`src/hdl/lfucx_pkg.sv`:
```
// ----------------------------------------------------------------------------
// lfucx_pkg
// Types and constants of the LFU cache with entry expiry.
// ----------------------------------------------------------------------------
`timescale 1ns / 1ps
`default_nettype none
package lfucx_pkg;
  localparam int COUNT_W = 16;
  localparam int STAMP_W = 32;
  localparam int TIME_W  = 32;
  localparam int TOTAL_W = 32;
  localparam int SECS_W  = 16;
  localparam int CAP_W   = 5;
  localparam logic [CAP_W-1:0]   CAP_RESET = 5'd16;
  localparam logic [COUNT_W-1:0] COUNT_MAX = 16'hFFFF;

  typedef enum logic [2:0] {
    KIND_GET    = 3'd0,
    KIND_PUT    = 3'd1,
    KIND_ERASE  = 3'd2,
    KIND_SETEXP = 3'd3,
    KIND_TICK   = 3'd4
  } kind_t;

  typedef enum logic [1:0] {
    ST_IDLE,
    ST_SCAN,
    ST_LAST,
    ST_EXEC
  } state_t;

  typedef struct packed {
    logic found;
    logic victim_ok;
    logic free_ok;
  } scan_flags_t;
endpackage
`default_nettype wire

```
`src/hdl/lfucx_ram.sv`:
```
// ----------------------------------------------------------------------------
// lfucx_ram
// Generic single-write, single-read RAM with registered read data.
// ----------------------------------------------------------------------------
`timescale 1ns / 1ps
`default_nettype none
module lfucx_ram #(
  parameter int WIDTH = 32,
  parameter int DEPTH = 16
) (
  input  wire logic                                      clk,
  input  wire logic                                      we,
  input  wire logic [((DEPTH > 1) ? $clog2(DEPTH) : 1)-1:0] waddr,
  input  wire logic [WIDTH-1:0]                          wdata,
  input  wire logic [((DEPTH > 1) ? $clog2(DEPTH) : 1)-1:0] raddr,
  output logic      [WIDTH-1:0]                          rdata
);
  logic [WIDTH-1:0] mem_r [DEPTH];

  always_ff @(posedge clk) begin
    if (we) begin
      mem_r[waddr] <= wdata;
    end
    rdata <= mem_r[raddr];
  end
endmodule
`default_nettype wire

```
`src/hdl/lfucx_scan.sv`:
```
// ----------------------------------------------------------------------------
// lfucx_scan
// Shared compare unit: looks at one entry per cycle while cmp_en is high, and
// keeps the key match, eviction candidate, first free slot and live count.
// ----------------------------------------------------------------------------
`timescale 1ns / 1ps
`default_nettype none
module lfucx_scan #(
  parameter int ENTRIES   = 16,
  parameter int KEY_BITS  = 32,
  parameter int DATA_BITS = 32
) (
  input  wire logic                                          clk,
  input  wire logic                                          rst_n,
  input  wire logic                                          clear,
  input  wire logic                                          cmp_en,
  input  wire logic [((ENTRIES > 1) ? $clog2(ENTRIES) : 1)-1:0] cmp_idx,
  input  wire logic                                          cmp_valid,
  input  wire logic [KEY_BITS-1:0]                           cmp_key,
  input  wire logic [DATA_BITS-1:0]                          cmp_data,
  input  wire logic [lfucx_pkg::COUNT_W-1:0]                 cmp_count,
  input  wire logic [lfucx_pkg::STAMP_W-1:0]                 cmp_stamp,
  input  wire logic [lfucx_pkg::TIME_W-1:0]                  cmp_dl,
  input  wire logic [KEY_BITS-1:0]                           key,
  output lfucx_pkg::scan_flags_t                             flags,
  output logic [((ENTRIES > 1) ? $clog2(ENTRIES) : 1)-1:0]   match_idx,
  output logic [DATA_BITS-1:0]                               m_data,
  output logic [lfucx_pkg::COUNT_W-1:0]                      m_count,
  output logic [lfucx_pkg::STAMP_W-1:0]                      m_stamp,
  output logic [lfucx_pkg::TIME_W-1:0]                       m_dl,
  output logic [((ENTRIES > 1) ? $clog2(ENTRIES) : 1)-1:0]   vic_idx,
  output logic [KEY_BITS-1:0]                                vic_key,
  output logic [((ENTRIES > 1) ? $clog2(ENTRIES) : 1)-1:0]   free_idx,
  output logic [$clog2(ENTRIES + 1)-1:0]                     live
);
  import lfucx_pkg::*;
  localparam int IDX_W = (ENTRIES > 1) ? $clog2(ENTRIES) : 1;
  localparam int CNT_W = $clog2(ENTRIES + 1);

  scan_flags_t          flags_r;
  logic [IDX_W-1:0]     match_idx_r, vic_idx_r, free_idx_r;
  logic [DATA_BITS-1:0] m_data_r;
  logic [COUNT_W-1:0]   m_count_r, vic_count_r;
  logic [STAMP_W-1:0]   m_stamp_r, vic_stamp_r;
  logic [TIME_W-1:0]    m_dl_r;
  logic [KEY_BITS-1:0]  vic_key_r;
  logic [CNT_W-1:0]     live_r;
  logic                 is_match, is_better;

  assign is_match  = cmp_valid && (cmp_key == key) && !flags_r.found;
  // Strict compare keeps the lowest index among equal count and stamp.
  assign is_better = cmp_valid && (!flags_r.victim_ok || (cmp_count < vic_count_r) ||
                     ((cmp_count == vic_count_r) && (cmp_stamp < vic_stamp_r)));

  always_ff @(posedge clk) begin
    if (!rst_n || clear) begin
      flags_r <= '0;
      live_r  <= '0;
    end else if (cmp_en) begin
      if (is_match) begin
        flags_r.found <= 1'b1;
      end
      if (is_better) begin
        flags_r.victim_ok <= 1'b1;
      end
      if (!cmp_valid) begin
        flags_r.free_ok <= 1'b1;
      end
      if (cmp_valid) begin
        live_r <= live_r + CNT_W'(1);
      end
    end
  end

  always_ff @(posedge clk) begin
    if (cmp_en) begin
      if (is_match) begin
        match_idx_r <= cmp_idx;
        m_data_r    <= cmp_data;
        m_count_r   <= cmp_count;
        m_stamp_r   <= cmp_stamp;
        m_dl_r      <= cmp_dl;
      end
      if (is_better) begin
        vic_idx_r   <= cmp_idx;
        vic_count_r <= cmp_count;
        vic_stamp_r <= cmp_stamp;
        vic_key_r   <= cmp_key;
      end
      if (!cmp_valid && !flags_r.free_ok) begin
        free_idx_r <= cmp_idx;
      end
    end
  end

  assign flags     = flags_r;
  assign match_idx = match_idx_r;
  assign m_data    = m_data_r;
  assign m_count   = m_count_r;
  assign m_stamp   = m_stamp_r;
  assign m_dl      = m_dl_r;
  assign vic_idx   = vic_idx_r;
  assign vic_key   = vic_key_r;
  assign free_idx  = free_idx_r;
  assign live      = live_r;
endmodule
`default_nettype wire

```
`src/hdl/lfu_cache_with_expiry_top.sv`:
```
// An accepted item passes through the scan reads of every entry (ST_SCAN), the last
// compare (ST_LAST), the update (ST_EXEC) and the result cycle.
// No new item is taken while busy; busy is low in the result cycle.
// The result is shown for one cycle on out_valid; the receiver cannot stall.
// Reset (rst_n low, synchronous) empties the cache, clears time, stamps and
// counters, and sets capacity to 16.
// ----------------------------------------------------------------------------
// lfu_cache_with_expiry_top
// LFU key/value cache with entry expiry, scanned one entry per cycle.
// ----------------------------------------------------------------------------
`timescale 1ns / 1ps
`default_nettype none
module lfu_cache_with_expiry_top #(
  parameter int ENTRIES   = 16,
  parameter int KEY_BITS  = 32,
  parameter int DATA_BITS = 32
) (
  input  wire logic                           clk,
  input  wire logic                           rst_n,
  input  wire logic                           start,
  output logic                                busy,
  input  wire logic [2:0]                     in_kind,
  input  wire logic [KEY_BITS-1:0]            in_key,
  input  wire logic [DATA_BITS-1:0]           in_value,
  input  wire logic [lfucx_pkg::SECS_W-1:0]   in_seconds,
  input  wire logic                           cfg_we,
  input  wire logic [lfucx_pkg::CAP_W-1:0]    cfg_wdata,
  output logic                                out_valid,
  output logic                                out_hit,
  output logic [DATA_BITS-1:0]                out_read_value,
  output logic [lfucx_pkg::TOTAL_W-1:0]       out_hit_count,
  output logic [lfucx_pkg::TOTAL_W-1:0]       out_miss_count,
  output logic                                out_evicted,
  output logic [KEY_BITS-1:0]                 out_evicted_key
);
  import lfucx_pkg::*;
  localparam int IDX_W  = (ENTRIES > 1) ? $clog2(ENTRIES) : 1;
  localparam int CNT_W  = $clog2(ENTRIES + 1);
  localparam int CMP_W  = (CNT_W > CAP_W) ? CNT_W : CAP_W;
  localparam int WORD_W = KEY_BITS + DATA_BITS + COUNT_W + STAMP_W + TIME_W;
  localparam int STAMP_LO = TIME_W;
  localparam int COUNT_LO = TIME_W + STAMP_W;
  localparam int DATA_LO  = COUNT_LO + COUNT_W;
  localparam int KEY_LO   = DATA_LO + DATA_BITS;

  state_t state_r, state_nxt;
  logic [2:0]           kind_r;
  logic [KEY_BITS-1:0]  key_r;
  logic [DATA_BITS-1:0] value_r;
  logic [SECS_W-1:0]    secs_r;
  logic [CAP_W-1:0]     cap_r;
  logic [IDX_W-1:0]     addr_r, addr_nxt;
  logic                 cmp_en_r;
  logic [IDX_W-1:0]     cmp_idx_r;
  logic [ENTRIES-1:0]   valid_r, valid_nxt, hasdl_r, hasdl_nxt;
  logic [TIME_W-1:0]    now_r, now_nxt;
  logic [STAMP_W-1:0]   seq_r, seq_nxt;
  logic [TOTAL_W-1:0]   hits_r, hits_nxt, misses_r, misses_nxt;

  logic                 ram_we;
  logic [IDX_W-1:0]     ram_waddr;
  logic [WORD_W-1:0]    ram_wdata, ram_rdata;

  scan_flags_t          flags;
  logic [IDX_W-1:0]     match_idx, vic_idx, free_idx, slot;
  logic [DATA_BITS-1:0] m_data;
  logic [COUNT_W-1:0]   m_count;
  logic [STAMP_W-1:0]   m_stamp;
  logic [TIME_W-1:0]    m_dl, m_dl_upd;
  logic [KEY_BITS-1:0]  vic_key;
  logic [CNT_W-1:0]     live;
  logic [CMP_W-1:0]     cap_eff;
  logic [TIME_W:0]      dl_sum;
  logic                 do_evict, expired, clear;

  logic                 hit_nxt, ev_nxt;
  logic [DATA_BITS-1:0] rd_nxt;
  logic [KEY_BITS-1:0]  evk_nxt;

  lfucx_ram #(.WIDTH(WORD_W), .DEPTH(ENTRIES)) u_ram (
    .clk   (clk),
    .we    (ram_we),
    .waddr (ram_waddr),
    .wdata (ram_wdata),
    .raddr (addr_r),
    .rdata (ram_rdata)
  );

  lfucx_scan #(.ENTRIES(ENTRIES), .KEY_BITS(KEY_BITS), .DATA_BITS(DATA_BITS)) u_scan (
    .clk       (clk),
    .rst_n     (rst_n),
    .clear     (clear),
    .cmp_en    (cmp_en_r),
    .cmp_idx   (cmp_idx_r),
    .cmp_valid (valid_r[cmp_idx_r]),
    .cmp_key   (ram_rdata[KEY_LO +: KEY_BITS]),
    .cmp_data  (ram_rdata[DATA_LO +: DATA_BITS]),
    .cmp_count (ram_rdata[COUNT_LO +: COUNT_W]),
    .cmp_stamp (ram_rdata[STAMP_LO +: STAMP_W]),
    .cmp_dl    (ram_rdata[TIME_W-1:0]),
    .key       (key_r),
    .flags     (flags),
    .match_idx (match_idx),
    .m_data    (m_data),
    .m_count   (m_count),
    .m_stamp   (m_stamp),
    .m_dl      (m_dl),
    .vic_idx   (vic_idx),
    .vic_key   (vic_key),
    .free_idx  (free_idx),
    .live      (live)
  );

  assign busy  = (state_r != ST_IDLE);
  assign clear = (state_r == ST_IDLE) && start;

  // Capacity zero acts as one; values above the entry count are clamped.
  always_comb begin
    cap_eff = (cap_r == '0) ? CMP_W'(1) : CMP_W'(cap_r);
    if (cap_eff > CMP_W'(ENTRIES)) begin
      cap_eff = CMP_W'(ENTRIES);
    end
  end

  assign do_evict = flags.victim_ok && (CMP_W'(live) >= cap_eff);
  // A new entry goes to the lowest slot that is free after the eviction.
  assign slot = (flags.free_ok && (!do_evict || (free_idx < vic_idx))) ? free_idx : vic_idx;
  assign expired  = hasdl_r[match_idx] && (now_r > m_dl);
  assign dl_sum   = {1'b0, now_r} + (TIME_W + 1)'(secs_r);
  assign m_dl_upd = dl_sum[TIME_W] ? '1 : dl_sum[TIME_W-1:0];

  always_comb begin
    state_nxt  = state_r;
    addr_nxt   = addr_r;
    valid_nxt  = valid_r;
    hasdl_nxt  = hasdl_r;
    now_nxt    = now_r;
    seq_nxt    = seq_r;
    hits_nxt   = hits_r;
    misses_nxt = misses_r;
    ram_we     = 1'b0;
    ram_waddr  = match_idx;
    ram_wdata  = {key_r, m_data, m_count, m_stamp, m_dl};
    hit_nxt    = 1'b0;
    rd_nxt     = '0;
    ev_nxt     = 1'b0;
    evk_nxt    = '0;
    unique case (state_r)
      ST_IDLE: begin
        addr_nxt = '0;
        if (start) begin
          state_nxt = ST_SCAN;
        end
      end
      ST_SCAN: begin
        addr_nxt = addr_r + IDX_W'(1);
        if (addr_r == IDX_W'(ENTRIES - 1)) begin
          addr_nxt  = '0;
          state_nxt = ST_LAST;
        end
      end
      ST_LAST: begin
        state_nxt = ST_EXEC;
      end
      ST_EXEC: begin
        state_nxt = ST_IDLE;
        unique case (kind_r)
          KIND_GET: begin
            if (flags.found && !expired) begin
              hit_nxt = 1'b1;
              rd_nxt  = m_data;
              if (hits_r != '1) begin
                hits_nxt = hits_r + TOTAL_W'(1);
              end
              if (m_count < COUNT_MAX) begin
                ram_we    = 1'b1;
                ram_wdata = {key_r, m_data, m_count + COUNT_W'(1), seq_r, m_dl};
                seq_nxt   = seq_r + STAMP_W'(1);
              end
            end else begin
              if (flags.found) begin
                valid_nxt[match_idx] = 1'b0;
                hasdl_nxt[match_idx] = 1'b0;
              end
              if (misses_r != '1) begin
                misses_nxt = misses_r + TOTAL_W'(1);
              end
            end
          end
          KIND_PUT: begin
            ram_we    = 1'b1;
            ram_wdata = {key_r, value_r, COUNT_W'(1), seq_r, m_dl};
            seq_nxt   = seq_r + STAMP_W'(1);
            if (flags.found) begin
              hasdl_nxt[match_idx] = 1'b0;
            end else begin
              if (do_evict) begin
                ev_nxt   = 1'b1;
                evk_nxt  = vic_key;
                valid_nxt[vic_idx] = 1'b0;
              end
              ram_waddr       = slot;
              valid_nxt[slot] = 1'b1;
              hasdl_nxt[slot] = 1'b0;
            end
          end
          KIND_ERASE: begin
            if (flags.found) begin
              valid_nxt[match_idx] = 1'b0;
              hasdl_nxt[match_idx] = 1'b0;
            end
          end
          KIND_SETEXP: begin
            if (flags.found) begin
              ram_we    = 1'b1;
              ram_wdata = {key_r, m_data, m_count, m_stamp, m_dl_upd};
              hasdl_nxt[match_idx] = 1'b1;
            end
          end
          KIND_TICK: begin
            if (now_r != '1) begin
              now_nxt = now_r + TIME_W'(1);
            end
          end
          default: begin
          end
        endcase
      end
      default: begin
        state_nxt = ST_IDLE;
      end
    endcase
  end

  always_ff @(posedge clk) begin
    if (!rst_n) begin
      state_r   <= ST_IDLE;
      addr_r    <= '0;
      cmp_en_r  <= 1'b0;
      valid_r   <= '0;
      hasdl_r   <= '0;
      now_r     <= '0;
      seq_r     <= '0;
      hits_r    <= '0;
      misses_r  <= '0;
      cap_r     <= CAP_RESET;
      out_valid <= 1'b0;
    end else begin
      state_r   <= state_nxt;
      addr_r    <= addr_nxt;
      cmp_en_r  <= (state_r == ST_SCAN);
      valid_r   <= valid_nxt;
      hasdl_r   <= hasdl_nxt;
      now_r     <= now_nxt;
      seq_r     <= seq_nxt;
      hits_r    <= hits_nxt;
      misses_r  <= misses_nxt;
      out_valid <= (state_r == ST_EXEC);
      if (cfg_we) begin
        cap_r <= cfg_wdata;
      end
    end
  end

  always_ff @(posedge clk) begin
    cmp_idx_r <= addr_r;
    if (clear) begin
      kind_r  <= in_kind;
      key_r   <= in_key;
      value_r <= in_value;
      secs_r  <= in_seconds;
    end
    if (state_r == ST_EXEC) begin
      out_hit         <= hit_nxt;
      out_read_value  <= rd_nxt;
      out_hit_count   <= hits_nxt;
      out_miss_count  <= misses_nxt;
      out_evicted     <= ev_nxt;
      out_evicted_key <= evk_nxt;
    end
  end
endmodule
`default_nettype wire

```
`config.mk`:
```
export PLATFORM = sky130hd
export DESIGN_NAME = lfu_cache_with_expiry_top
export DESIGN_NICKNAME = d
export VERILOG_FILES = /design/src/hdl/lfucx_pkg.sv /design/src/hdl/lfucx_ram.sv /design/src/hdl/lfucx_scan.sv /design/src/hdl/lfu_cache_with_expiry_top.sv
export SDC_FILE = /design/constraint.sdc
export NUM_CORES = 2
export LEC_CHECK = 0
export BUFFER_PORTS_ARGS = -buffer_cell sky130_fd_sc_hd__buf_4
export CORE_UTILIZATION = 45
export DETAILED_ROUTE_END_ITERATION = 16
export GPL_TIMING_DRIVEN = 0
export PLACE_DENSITY = 0.6
export SYNTH_ARGS = -nofsm -noshare
export SYNTH_HDL_FRONTEND = slang
export SYNTH_HIERARCHICAL = 1
export SYNTH_SLANG_ARGS = --single-unit
```
`constraint.sdc`:
```
create_clock -name clk -period 30.4 [get_ports clk]
set_input_delay 7.6 -clock clk [delete_from_list [all_inputs] [get_ports clk]]
set_output_delay 7.6 -clock clk [all_outputs]
set_load 0.03 [all_outputs]
```
-- Word-level counts from Yosys, hierarchy flattened
Memory sizes are Yosys's and may differ from the RTL's. A register that Yosys moved wholly into a read port is not among the register bits.
Index checks and enable logic that the tools add are counted.
- bits in registers: 602
- RAM bits: 2304
- input bits: 92
- word-level logic and storage cells: 196
- memories kept: 1
- memory list (name ; depth ; width ; read ports ; clocked after Yosys merged registers in ; wr ports ; line ; RTL):
    u_ram.mem_r ; 16 ; 144 ; 1 ; 1 ; 1 ; lfucx_ram.sv:18 ; logic [WIDTH-1:0] mem_r [DEPTH];
- $add $sub $neg: 8
- order comparisons: 14
- equal/unequal tests: 20
- muxes and demuxes: 60
- bitwise gates (word level): 12
- reduce and logical (&&, ||, !) cells: 45
- operators by type and width (kind ; number):
    32-bit two-way mux ; 12
    112-bit case mux with 3 select lines ; 1
    16-bit two-way mux ; 11
    80-bit two-way mux ; 2
    32-bit by 1-bit adder with 32-bit output, second input constant ; 4
    112-bit two-way mux ; 1
    32-bit inequality test, second input constant ; 3
    16-bit bitwise AND ; 4
    16-bit case mux with 4 select lines ; 1
    32-bit case mux with 2 select lines ; 1
    16-bit NOT ; 3
    16-bit case mux with 3 select lines ; 1
    32-bit by 16-bit adder with 33-bit output ; 1
    32-bit equality test ; 1
    32-bit > comparator ; 1
    32-bit < comparator ; 1
    16-bit bitwise OR ; 2
    4-bit by 5-bit < comparator with 1-bit output, second input constant ; 4
    4-bit two-way mux ; 5
    16-bit by 1-bit adder with 16-bit output, second input constant ; 1
    16-bit equality test ; 1
    16-bit < comparator ; 1
    16-bit < comparator, second input constant ; 1
    2-bit AND reduction ; 7
    other kinds (36) ; 89

-- Depth between registers and ports, before layout
- word-level depth: 18
- depth in mapped cells: 14
- gate-level depth less buffers: 13

-- Hierarchy
The synthesis kept the hierarchy.
- by module, submodules not included (module ; times used ; cells each ; area each (µm²) ; sequential area each (µm²)):
    lfucx_ram ; 1 ; 3773 ; 89444.5 ; 72069.1
    lfu_cache_with_expiry_top ; 1 ; 2003 ; 20241.9 ; 9939.5
    lfucx_scan ; 1 ; 450 ; 7972.6 ; 6286.0

-- Worst setup path before layout
No wires, ideal clock.
- kind: register -> register
- start point: register state_r[0]
- end point: memory u_ram/mem_r[0][0] in the netlist's numbering (enable)
- library setup time: 824 ps
- data arrival time: 15172 ps
- required time: 29576 ps
- setup slack: 14404 ps
- stages on the path, launching flop included: 9
- cell sequence: dfxtp_1 -> ha_1 -> nand2_1 -> clkbuf_1 -> nor3_1 -> clkbuf_1 -> a21oi_1 -> or3b_2 -> nor3_1
- RTL lines (item ; line ; RTL):
    start: declaration ; lfu_cache_with_expiry_top.sv:46 ; state_t state_r, state_nxt;
    start signal: assignment ; lfu_cache_with_expiry_top.sv:249 ; state_r <= state_nxt;
    2-bit equality test ; lfu_cache_with_expiry_top.sv:148 ; unique case (state_r)
    4-bit two-way mux ; lfu_cache_with_expiry_top.sv:148 ;
    net ram_waddr[2] ; lfu_cache_with_expiry_top.sv:61 ; logic [IDX_W-1:0] ram_waddr;
    end: declaration ; lfucx_ram.sv:18 ;
The timed path passes the listed nets, and every way through them passes these cells.

-- Worst setup path after layout
- start point: register state_r[0]
- end point: output busy
- cells in the longest elaborated chain, start to end: 1
- RTL lines (item ; line ; RTL):
    2-bit nonzero test ; lfu_cache_with_expiry_top.sv:114 ; assign busy = (state_r != ST_IDLE);
    end: declaration ; lfu_cache_with_expiry_top.sv:21 ; output logic busy,
No other way between the ends.

==> results.md <==
Status:
- The run finished, with violations left.
- The final reports fail on max-capacitance violations, max-slew violations.

Cells and area:
- Summing all non-filler instances in the final layout gives an area of 0.1379 sq mm.
- The fraction of final layout cells sized beyond drive strength 1 is 0.2430.
- The filler cells instantiated in the layout total 20,390.
- The net count reported at finish is 7,217.
- Compared with the post-synthesis result, the final layout area differs by 17.18%.
- The filler-free cell count of the finished design is 10,680.
- The combined flip-flop and latch cell area is 0.08829 sq mm.
- The multi-input combinational cells in the finished layout cover a total of 0.02762 sq mm.

Global route:
- Entering global routing, the biggest net connects 61 pins.
- The total routing resource utilization after global routing is 0.2420.
- After global routing the overflow that remains totals 0.
- The via count of the first global-routing pass came to 63,590.
- The initial antenna violation count was 23.
- The first global-routing pass estimated 456,300 um of wire.

Route:
- The detailed router placed 63,360 vias in this run.
- The detailed-route wire length per cell is 29.93 um.
- The post-route antenna net violation count is 0.
- The first detailed-routing pass ran for 6 iterations.
- The remaining design rule violation count is 0.
- After detailed routing, the total wire length is 319,500 um.
- The violation count after the first detailed-routing iteration is 6,814.
- In the routed layout, each cell is associated on average with a via count of 5.936.

Placed design:
- The total placed cells including tap cells is 10,070.
- The weighted congestion at the end of routability-driven global placement is 0.8406.
- The instance area after placement is 0.1274 sq mm.
- The quantity of I/O buffers inserted on ports is 222.
- The HPWL after detailed placement is 211,600 um.

Clocking:
- Clock-pin slew was measured on the worst setup and hold paths at 0.06 ns.
- The clock root buffer is clkbuf_16.
- The buffers inserted during post-CTS setup optimization is 0.
- For this design, the CTS-stage hold fixing added 0 buffers.
- The tree built by TritonCTS fans out to 3,050 sinks.
- For the worst-skew pair, the clock arrives at the later sink with an insertion delay of 0.95 ns.
- The level count of the clock H-tree is 5.
- TritonCTS built the clock tree.
- Gates resized during post-CTS repair numbered 0.
- No sink is reached through more buffers than the 4 on the longest clock path.
- The TritonCTS buffer count is 333.

Floorplanning:
- The starting utilization of the core area is 0.4530.
- The die outline area is 0.2635 sq mm.
- The die extent in x is 513.3 um.
- The height of the chip is 513.3 um.
- The initialized floorplan defines 187 standard-cell rows.
- 224 I/O pins were placed.
- In this run the standard cell core region covers 0.2597 sq mm.

Synth:
- The number of nets in the synthesized netlist is 6,433.
- The share of the synthesized area in the top cell type is 0.6945.
- The number of distinct library cells after synthesis is 90.
- The synthesized design contains 3,050 register bits.
- After synthesis, the mean cell area works out to 18.90 sq um.
- The share of synthesized registers carrying an async set or reset is 0.
- Among all flip-flop cells after synthesis, the most frequent one is edfxtp_1.
- The number of cells produced by synthesis is 6,226.
- The synthesized cell area is 0.1177 sq mm.
- The synthesized design contains 2,721 enable-type register cells.
- For this run, the register share of the synthesized area comes to 0.7504.
- Sorting the synthesized cells by area gives the leading types as edfxtp_1 (69%), mux4_2 (10%), dfxtp_1 (5.6%).
- The synthesized design spends more area on one cell type than any other, namely edfxtp_1.
- The Yosys warning count is 6.

Pwr:
- The worst IR drop on VDD is 0.00006342 V.
- The ratio of total power to cell area is 71.13 mW/mm^2.
- The leakage component of the power is 0.04482 uW.

Timing:
- The max-slew headroom at the worst pin is -0.002820.
- Setup repair after global routing left no endpoint under its margin.
- The hold violation total from the final report is 0.
- The share of the clock period used by the worst path after layout is 0.3183.
- The clock arrives with 0.06297 ns of skew.
- The number of max-slew violations in the final report came to 1.
- The shortest clock period the worst path allows after layout is 9.675 ns.
- The pin slew with the least headroom to its limit is 1.484 ns.
- The achievable clock frequency is 103.4 MHz.
- Setup violations remaining at the end of the flow were counted as 0.

Critical path:
- The worst setup path is launched from a flip-flop.
- STA classifies the critical path endpoint as a primary output.
- The type of the setup path with the least slack is reg2out.
- The largest driver fanout on the critical path is 5.
- The required time of the critical path is 22.80 ns.
- For the worst setup path, the data arrival time is 2.08 ns.

Worst hold path:
- The type of the worst min-delay path is reg2reg.

Run:
- The max capacitance violation total is 1.
-- worst max-delay path, cell delays in order, from the launching register on --
cell and delay [ns]:
dfxtp_1 0.43, inv_1 0.11, ha_1 0.26, inv_1 0.18, buf_4 0.20
-- worst paths after layout --
| kind | from | to | slack, ns | cells after the start |
|---|---|---|---|---|
| worst min register to register | u_ram/rdata[17] | u_scan/m_dl[17] | 0.40 | 0 |
| worst max register to register | state_r[0] | u_ram/mem_r[7][56] | 23.89 | 14 |
| worst min-delay path | u_ram/rdata[17] | u_scan/m_dl[17] | 0.40 | 0 |
| worst max-delay path | state_r[0] | busy | 20.72 | 4 |
-- Yosys cell counts, types with 57 or more instances --
master and count:
a21oi_1 92, a22oi_1 264, and2_1 107, and3_1 78, clkbuf_1 161, dfxtp_1 329, edfxtp_1 2721, ha_1 114
inv_1 124, mux2_2 141, mux4_2 545, nand2_1 285, nand3_1 121, nor2_1 188, nor3_1 57, o21ai_0 93
xnor2_1 78, xor2_1 73
-- final cells by class --
| type | count | area share |
|---|---|---|
| antenna | 7 | 0.0001270 |
| multi-input combinational | 2752 | 0.2003 |
| tap | 3402 | 0.03087 |
| clock buffer | 437 | 0.06506 |
| inverter | 124 | 0.003376 |
| timing repair buffer | 449 | 0.03838 |
| sequential | 3050 | 0.6404 |
| clock inverter | 154 | 0.01046 |
| buffer | 300 | 0.01100 |
-- report_power, final --
group / internal, uW / total [uW] / switching (uW)
logic: 498 / 1100 / 605
clock network: 2290 / 3900 / 1610
registers: 4700 / 4810 / 107
total: 7490 / 9810 / 2320
-- layout by cell type (no fill, tap or decap), drive strengths merged, types with 13 or more instances in the layout --
| cell | synthesis | routed |
|---|---|---|
| o41ai | 14 | 14 |
| a21oi | 92 | 92 |
| mux4 | 545 | 545 |
| nor2b | 42 | 42 |
| inv | 124 | 132 |
| and2 | 108 | 108 |
| bufinv | 0 | 25 |
| nand2 | 286 | 286 |
| xnor2 | 78 | 78 |
| a31oi | 16 | 16 |
| nand3 | 121 | 121 |
| clkinv | 0 | 111 |
| a221oi | 20 | 20 |
| edfxtp | 2721 | 2721 |
| nor2 | 189 | 189 |
| o21ai | 97 | 97 |
| o311ai | 13 | 13 |
| ha | 114 | 114 |
| o211ai | 14 | 14 |
| dfxtp | 329 | 329 |
| buf | 138 | 587 |
| mux2i | 55 | 55 |
| nor4 | 29 | 29 |
| mux2 | 141 | 141 |
| nand2b | 56 | 56 |
| and4 | 19 | 19 |
| clkbuf | 162 | 599 |
| nor3 | 58 | 58 |
| nand4 | 56 | 56 |
| o221ai | 26 | 26 |
| and3 | 78 | 78 |
| xor2 | 74 | 74 |
| a22oi | 264 | 264 |
-- registers in the layout, summed over array words and instances (netlist names), 16 cells and up --
signal	count
out_evicted_key	32
out_miss_count	32
valid_r	16
now_r	32
u_scan/m_data	32
u_scan/m_count	16
u_scan/m_dl	32
u_scan/vic_stamp_r	32
u_scan/m_stamp	32
secs_r	16
seq_r	32
u_scan/vic_key	32
u_ram/rdata	144
out_read_value	32
key_r	32
out_hit_count	32
hits_r	32
misses_r	32
hasdl_r	16
u_ram/mem_r	2304
u_scan/vic_count_r	16
value_r	32
-- routing by layer --
layer	vias up	track usage	wire length, um
met2	2626	0.3803	149100
met5	-	0	13
met4	2	0.06400	7808
met3	437	0.04493	26260
met1	33560	0.3478	136300
li1	26730	-	-
-- logic make-up after synthesis --
group / synth area share
AND/OR/NAND/NOR: 0.04668
XOR/XNOR: 0.01138
adder cells (fa/ha/maj): 0.01229
AO/OA/AOI/OAI: 0.04003
flip-flops: 0.7504
buffers and inverters: 0.01670
multiplexers: 0.1225
-- per-stage QoR --
stage / utilization / hold slack (ns) / setup slack [ns] / total power, uW / setup TNS (ns)
2_1_floorplan: - / 0.3855 / 14.40 / 5614 / 0
3_3_place_gp: 0.4758 / 0.3888 / -3.384 / 6000 / -1684.20
3_5_place_dp: 0.4904 / 0.3887 / 20.22 / 6013 / 0
4_1_cts: 0.5305 / 0.3972 / 20.66 / 9892 / 0
5_1_grt: 0.5308 / 0.4057 / 20.62 / 10110 / 0
6_report: 0.5309 / 0.4013 / 20.72 / 9806 / 0
Note: power is estimated with default switching activity, not from simulation.
